--- src/rtl/core/assert_macros.svh ---
// Assertion macros shared by the truncated mean profile RTL
`ifndef ASSERT_MACROS_SVH
`define ASSERT_MACROS_SVH

// Check that a condition holds at every clock edge outside reset
`define ASSERT_AT(lbl, expr, msg) \
lbl: assert property (@(posedge clk) disable iff (!arst_n) (expr)) else $error(msg);

// Check that a trigger implies a consequence in the same cycle
`define ASSERT_IMPL(lbl, ante, cons, msg) \
lbl: assert property (@(posedge clk) disable iff (!arst_n) (ante) |-> (cons)) else $error(msg);

`endif

--- src/rtl/core/tmp_pkg.sv ---
// Shared types and constants for the truncated mean profile block
package tmp_pkg;
	localparam int VAL_W      = 24;
	localparam int IDX_W      = 16;
	localparam int RAD_W      = 16;
	localparam int SIG_W      = 12;
	localparam int CFG_ADDR_W = 1;
	localparam int CFG_DATA_W = 16;

	localparam logic [CFG_ADDR_W-1:0] REG_RADIUS = 1'b0;
	localparam logic [CFG_ADDR_W-1:0] REG_SIGMA  = 1'b1;

	localparam logic [RAD_W-1:0] RADIUS_RST = 16'd256;
	localparam logic [SIG_W-1:0] SIGMA_RST  = 12'd256;

	typedef struct packed {
		logic [VAL_W-1:0] range_value;
		logic [VAL_W-1:0] charge_value;
		logic             last_point;
	} point_t;

	typedef struct packed {
		logic [VAL_W-1:0] clipped_mean;
		logic [IDX_W-1:0] point_index;
		logic             last_result;
	} result_t;

	typedef enum logic [4:0] {
		ST_IDLE,
		ST_DECIDE,
		ST_SETUP,
		ST_CREAD,
		ST_CLOAD,
		ST_GREAD,
		ST_GCMP,
		ST_GDONE,
		ST_MREAD,
		ST_MCMP,
		ST_VSTART,
		ST_MSQ,
		ST_SQS,
		ST_VDIV,
		ST_WVDIV,
		ST_SQRT,
		ST_WSQRT,
		ST_THR,
		ST_KREAD,
		ST_KCMP,
		ST_KDONE,
		ST_WMDIV,
		ST_RES
	} state_t;

	typedef struct packed {
		logic store;
		logic d_load;
		logic setup;
		logic rd_centre;
		logic cload;
		logic gcmp;
		logic mstart;
		logic mcmp;
		logic mean_own;
		logic var_start;
		logic msq_step;
		logic sqs;
		logic vdiv_go;
		logic sqrt_go;
		logic rms_load;
		logic rms_zero;
		logic thr;
		logic kstart;
		logic kcmp;
		logic mdiv_go;
		logic mean_div;
		logic mean_zero;
		logic res_load;
		logic next_d;
		logic finish;
	} cmd_t;

	typedef struct packed {
		logic last;
		logic emit_needed;
		logic d_zero;
		logic gather_last;
		logic m_zero;
		logic m_small;
		logic j_last;
		logic med_hit;
		logic cnt_zero;
		logic div_busy;
		logic sqrt_busy;
		logic i_last;
		logic npts_zero;
		logic out_free;
	} sts_t;
endpackage

--- src/rtl/core/tmp_ctrl.sv ---
// Controller state machine sequencing the datapath
module tmp_ctrl (
	input  logic          clk,
	input  logic          arst_n,
	input  logic          in_valid,
	input  tmp_pkg::sts_t sts,
	output logic          in_ready,
	output tmp_pkg::cmd_t cmd
);
	tmp_pkg::state_t state_q;
	tmp_pkg::state_t state_d;

	always_ff @(posedge clk or negedge arst_n) begin
		if (!arst_n) begin
			state_q <= tmp_pkg::ST_IDLE;
		end else begin
			state_q <= state_d;
		end
	end

	always_comb begin
		state_d = state_q;
		unique case (state_q)
			tmp_pkg::ST_IDLE:   if (in_valid) state_d = tmp_pkg::ST_DECIDE;
			tmp_pkg::ST_DECIDE: state_d = sts.emit_needed ? tmp_pkg::ST_SETUP : tmp_pkg::ST_IDLE;
			tmp_pkg::ST_SETUP:  state_d = tmp_pkg::ST_CREAD;
			tmp_pkg::ST_CREAD:  state_d = tmp_pkg::ST_CLOAD;
			tmp_pkg::ST_CLOAD:  state_d = tmp_pkg::ST_GREAD;
			tmp_pkg::ST_GREAD:  state_d = tmp_pkg::ST_GCMP;
			tmp_pkg::ST_GCMP:   state_d = sts.gather_last ? tmp_pkg::ST_GDONE : tmp_pkg::ST_GREAD;
			tmp_pkg::ST_GDONE:  state_d = sts.m_zero ? tmp_pkg::ST_RES : tmp_pkg::ST_MREAD;
			tmp_pkg::ST_MREAD:  state_d = tmp_pkg::ST_MCMP;
			tmp_pkg::ST_MCMP:   state_d = (sts.j_last && sts.med_hit) ? tmp_pkg::ST_VSTART
			                                                           : tmp_pkg::ST_MREAD;
			tmp_pkg::ST_VSTART: state_d = sts.m_small ? tmp_pkg::ST_THR : tmp_pkg::ST_MSQ;
			tmp_pkg::ST_MSQ:    if (sts.cnt_zero) state_d = tmp_pkg::ST_SQS;
			tmp_pkg::ST_SQS:    state_d = tmp_pkg::ST_VDIV;
			tmp_pkg::ST_VDIV:   state_d = tmp_pkg::ST_WVDIV;
			tmp_pkg::ST_WVDIV:  if (!sts.div_busy) state_d = tmp_pkg::ST_SQRT;
			tmp_pkg::ST_SQRT:   state_d = tmp_pkg::ST_WSQRT;
			tmp_pkg::ST_WSQRT:  if (!sts.sqrt_busy) state_d = tmp_pkg::ST_THR;
			tmp_pkg::ST_THR:    state_d = tmp_pkg::ST_KREAD;
			tmp_pkg::ST_KREAD:  state_d = tmp_pkg::ST_KCMP;
			tmp_pkg::ST_KCMP:   state_d = sts.i_last ? tmp_pkg::ST_KDONE : tmp_pkg::ST_KREAD;
			tmp_pkg::ST_KDONE:  state_d = sts.npts_zero ? tmp_pkg::ST_RES : tmp_pkg::ST_WMDIV;
			tmp_pkg::ST_WMDIV:  if (!sts.div_busy) state_d = tmp_pkg::ST_RES;
			tmp_pkg::ST_RES: begin
				if (sts.out_free) begin
					state_d = (sts.last && !sts.d_zero) ? tmp_pkg::ST_SETUP : tmp_pkg::ST_IDLE;
				end
			end
			default:            state_d = tmp_pkg::ST_IDLE;
		endcase
	end

	always_comb begin
		cmd      = '0;
		in_ready = 1'b0;
		unique case (state_q)
			tmp_pkg::ST_IDLE: begin
				in_ready  = 1'b1;
				cmd.store = in_valid;
			end
			tmp_pkg::ST_DECIDE: cmd.d_load    = sts.emit_needed;
			tmp_pkg::ST_SETUP:  cmd.setup     = 1'b1;
			tmp_pkg::ST_CREAD:  cmd.rd_centre = 1'b1;
			tmp_pkg::ST_CLOAD:  cmd.cload     = 1'b1;
			tmp_pkg::ST_GCMP:   cmd.gcmp      = 1'b1;
			tmp_pkg::ST_GDONE: begin
				cmd.mean_own = sts.m_zero;
				cmd.mstart   = !sts.m_zero;
			end
			tmp_pkg::ST_MCMP:   cmd.mcmp = 1'b1;
			tmp_pkg::ST_VSTART: begin
				cmd.rms_zero  = sts.m_small;
				cmd.var_start = !sts.m_small;
			end
			tmp_pkg::ST_MSQ:    cmd.msq_step = !sts.cnt_zero;
			tmp_pkg::ST_SQS:    cmd.sqs      = 1'b1;
			tmp_pkg::ST_VDIV:   cmd.vdiv_go  = 1'b1;
			tmp_pkg::ST_SQRT:   cmd.sqrt_go  = 1'b1;
			tmp_pkg::ST_WSQRT:  cmd.rms_load = !sts.sqrt_busy;
			tmp_pkg::ST_THR: begin
				cmd.thr    = 1'b1;
				cmd.kstart = 1'b1;
			end
			tmp_pkg::ST_KCMP:   cmd.kcmp = 1'b1;
			tmp_pkg::ST_KDONE: begin
				cmd.mean_zero = sts.npts_zero;
				cmd.mdiv_go   = !sts.npts_zero;
			end
			tmp_pkg::ST_WMDIV:  cmd.mean_div = !sts.div_busy;
			tmp_pkg::ST_RES: begin
				if (sts.out_free) begin
					cmd.res_load = 1'b1;
					cmd.next_d   = sts.last && !sts.d_zero;
					cmd.finish   = sts.last && sts.d_zero;
				end
			end
			default: begin
				cmd      = '0;
				in_ready = 1'b0;
			end
		endcase
	end
endmodule

--- config.mk ---
export PLATFORM = sky130hd
export DESIGN_NAME = tmp_ctrl
export DESIGN_NICKNAME = d
export VERILOG_FILES = /design/src/rtl/core/assert_macros.svh /design/src/rtl/core/tmp_pkg.sv /design/src/rtl/core/tmp_ctrl.sv
export SDC_FILE = /design/constraint.sdc
export NUM_CORES = 1
export LEC_CHECK = 0
export ABC_AREA = 1
export BUFFER_PORTS_ARGS = -buffer_cell sky130_fd_sc_hd__buf_2
export CORE_AREA = 4 4 59 50
export DETAILED_ROUTE_END_ITERATION = 8
export DIE_AREA = 0 0 63 54
export SETUP_SLACK_MARGIN = 0.5
export SYNTH_ARGS = -nofsm -noshare
export SYNTH_HDL_FRONTEND = slang
export SYNTH_SLANG_ARGS = --single-unit
--- constraint.sdc ---
create_clock -name clk -period 1.55 [get_ports clk]
set_input_delay 0.31 -clock clk [delete_from_list [all_inputs] [get_ports clk]]
set_output_delay 0.31 -clock clk [all_outputs]
set_load 0.03 [all_outputs]
* Yosys cells after proc, flatten, opt, wreduce, memory -nomap -nowiden
Index checks and enable logic that the tools add are counted.
Operators by class: equal/unequal tests 28, multiplexer cells 39, reduce and logical (&&, ||, !) cells 12
Operators by type and width (count):
- $pmux W5 S23 | 1
- $eq A5 B4 Y1 const B | 8
- $mux W5 | 8
- $eq A5 B5 Y1 const B | 7
- $mux W1 | 21
- $eq A5 B3 Y1 const B | 4
- $mux W2 | 6
- $ne A2 B2 Y1 const B | 6
- $eq A5 B2 Y1 const B | 2
- $mux W3 | 3
- $logic_not A1 Y1 | 7
- $reduce_and A6 Y1 | 1
- $eq A5 B1 Y1 const B | 1
- $logic_not A5 Y1 | 1
- $logic_and A1 B1 Y1 | 3
Storage, ports and cells: flip-flop bits (word level) 5, input port bits 17, output and inout port bits 26

* Depth between registers and ports, before layout
depth after elaboration 5, gate-level depth with buffers 11

* Least setup slack after synthesis
No wires, ideal clock.
path kind reg-to-output, start point register state_q[0], end point output cmd[0] (netlist name), arrival 1.810 ns, path slack -0.570 ns, cell stages (with the launch flop) 5, buffers on the path 0, cell sequence dfrtp_1 > inv_2 > nand2_1 > nor3_1 > and3_1
RTL lines:
- start, declared | RTL line tmp_ctrl.sv:10 | tmp_pkg::state_t state_q;
- start signal, assigned | RTL line tmp_ctrl.sv:15 | state_q <= tmp_pkg::ST_IDLE;
- start signal, assigned | RTL line tmp_ctrl.sv:17 | state_q <= state_d;
- end, declared | RTL line tmp_ctrl.sv:8 | output tmp_pkg::cmd_t cmd

==> summary.txt <==
Layout
  – Max FFs per register: 5
  – Area Overhead vs Synth: 148%
  – Final nets: 256
  – Filler cell count: 134
  – Core Util, Final: 0.843
  – Layout cells sized above 1: 0.744
  – Biggest register: state_q
  – Non-filler instance count after layout: 265
  – # diodes: 0
  – Biggest regs: state_q (5)

STA
  – Clock Skew: 0.00217 ns
  – Worst slew pin tran: 0.286 ns
  – Final worst slack: -0.249 ns
  – Crit path time final: 1.80 ns
  – Hold Violations, Final: 0
  – # setup viols final: 30
  – RSZ-0062 raised after global routing: yes
  – Max transition margin: 0.809
  – Final Cycle Share: 1.16
  – Slew Limit Fails: 0
  – FMAX: 556 MHz

Detailed routing
  – Drt wl/cell: 15.8 um
  – DRT Pass-1 Iters: 4
  – Total number of vias: 1377
  – # DRC: 0
  – DR vias/cell: 5.20
  – Initial DRC count: 78
  – Total Wirelength: 4200 um
  – Post-DRT Antenna Nets: 0

CTS
  – Cts bufs inserted: 3
  – Clk slew on worst S/H paths: 0.05 ns
  – Worst skew pair latency: 0.25 ns
  – CTS sink count: 5
  – H-tree depth reported by CTS: 1
  – CTS tree: built
  – Clock Path Buffers: 2
  – Clk root buf: clkbuf_4

Logic synthesis
  – Post-Synth Simple-Gate Area: 0.654
  – Combinational family with the most area after synthesis: simple AND/OR/NAND/NOR gates
  – Async SR Flop Fraction: 1.00
  – Most frequent cell after synthesis: nand2_1
  – Post-synthesis mux area share: 0
  – Post-synthesis adder-cell area fraction: 0
  – Commonest cells in the netlist: nand2_1 (34), nor2_1 (26), inv_1 (20)
  – Yosys top cell by area: nand2_1
  – Mapped Area: 811 um2
  – Top cell type's share of synthesized area: 0.157
  – Synth Area in Compound Gates: 0.0370
  – EDFF count, synth: 0
  – Synth unique cells: 21
  – Yosys reg bits: 5
  – Mean Syn Cell Area: 5.48 um2
  – Post-synthesis cell count: 148
  – Sequential fraction of the synthesis area: 0.154
  – YS warnings: 0
  – Area contributors post-synth: nand2_1 (16%), dfrtp_1 (15%), nor2_1 (12%)
  – Primary FF master, synth: dfrtp_1
  – Synth Area in XOR/XNOR: 0
  – Syn Nets: 165

Global routing
  – Vias in the first global route: 1328
  – Initial antenna violation count: 0
  – Global-route wire length before repair: 6140 um
  – GRT Util Overall: 0.232
  – Largest net degree at the start of global routing: 8
  – GRT Residual Overflow: 0

Worst hold path
  – Hold Path Class: in2async

Worst setup path
  – R2R Path Start: state_q[3]
  – Crit Path Max Fanout: 5
  – Critical path capture point type: primary output
  – R2R Path End: state_q[1]
  – Reg2Reg Depth: 12
  – Startpoint types: flip-flop
  – Kind of critical path: reg2out
  – R2R setup slack: -0.12 ns
  – Critical Path RT: 1.24 ns
  – WP data arrival: 1.49 ns

Pwr
  – Maximum VDD drop: 1020 uV
  – LEAKAGE: 1.08 nW
  – P per Cell Area: 1870 nW/um2

Floorplan
  – Die X: 63 um
  – # rows: 16
  – Starting Density: 0.340
  – Die Y: 54 um
  – I/O pin count: 43
  – Placeable core area: 2380 um2
  – Die area: 3400 um2

Run
  – Max Cap Viol: 0

Run status
  – Failing checks: setup timing
  – Outcome: finished with violations

Placed design
  – GPL Wtd Cong: 0.881
  – Detailed placement HPWL: 2710 um
  – PortBufs: 42
  – Inst Count DP: 236
  – Worst slack, placed: -0.0569 ns
how the worst max path moves through the flow:
stage,startpoint,end,slack [ns]
2_1_floorplan,state_q[3],cmd[0],-0.06
4_1_cts,state_q[4],cmd[16],-0.18
3_3_place_gp,state_q[1],state_q[0],0.01
3_5_place_dp,state_q[1],state_q[1],-0.06
6_report,state_q[0],cmd[23],-0.25
5_1_grt,state_q[0],cmd[23],-0.30
layer usage:
metal / track usage / wire length [um] / vias up
met5: 0 / 0 / -
met4: 0.0659 / 212 / 0
met3: 0.0459 / 333 / 25
met2: 0.441 / 2190 / 82
met1: 0.269 / 1470 / 627
li1: - / - / 643
kinds of logic (layout without fill, tap and decap cells):
group	after synthesis	count (layout)
AO/OA/AOI/OAI	6	6
AND/OR/NAND/NOR	107	107
flip-flops	5	5
buffers and inverters	30	120
critical path, cell delays in order, from the launching register on:
cell and delay [ns]:
dfrtp_2 0.46, inv_4 0.08, buf_6 0.13, nor2_4 0.15, nand4_1 0.18, inv_2 0.11
buf_6 0.13
through the flow:
| step | hold WS [ns] | area (um2) | power [mW] | setup TNS, ns |
|---|---|---|---|---|
| after floorplan | 0.0144 | 1070 | 1.88 | -0.0627 |
| after global placement | 0.127 | 1440 | 2.52 | 0 |
| after detailed placement | 0.132 | 1440 | 2.56 | -0.266 |
| after CTS | 0.410 | 1880 | 3.34 | -3.34 |
| after global routing | 0.426 | 2010 | 3.99 | -6.50 |
| final | 0.408 | 2010 | 3.76 | -4.63 |
layout make-up:
class	count	area [um2]	share of cell area
Multi-Input combinational cell	113	900	0.448
Timing Repair Buffer	89	781	0.389
Inverter	27	138	0.0685
Sequential cell	5	130	0.0648
Tap cell	27	33.8	0.0168
Clock buffer	4	26.3	0.0131
timing repair:
action | CTS | global route
setup buffers | 16 | 8
pin swaps | 19 | 13
hold endpoints to repair | 5 | 0
gates resized for setup | 80 | 21
hold buffers | 1 | 0
endpoints found under the setup margin | 31 | 31
placed cells by master, fill, tap and decap left out, drive strengths merged:
cell | netlist | final
nand3b | 3 | 3
dfrtp | 5 | 5
nand3 | 16 | 16
a21oi | 2 | 2
and3 | 1 | 1
nor4 | 1 | 1
nor2 | 36 | 36
o21ai | 4 | 4
clkbuf | 0 | 4
nor3 | 4 | 4
nand2 | 44 | 44
inv | 26 | 25
nand4 | 2 | 2
dlygate4sd3 | 0 | 1
clkinv | 1 | 2
buf | 3 | 88
power breakdown:
part / switching, mW / internal [mW] / total [mW]
Clock: 0.0579 / 0.0976 / 0.156
Sequential: 0.155 / 0.210 / 0.364
Combinational: 1.83 / 1.41 / 3.24
Total: 2.04 / 1.72 / 3.76
Power figures use the tool's default switching activity.
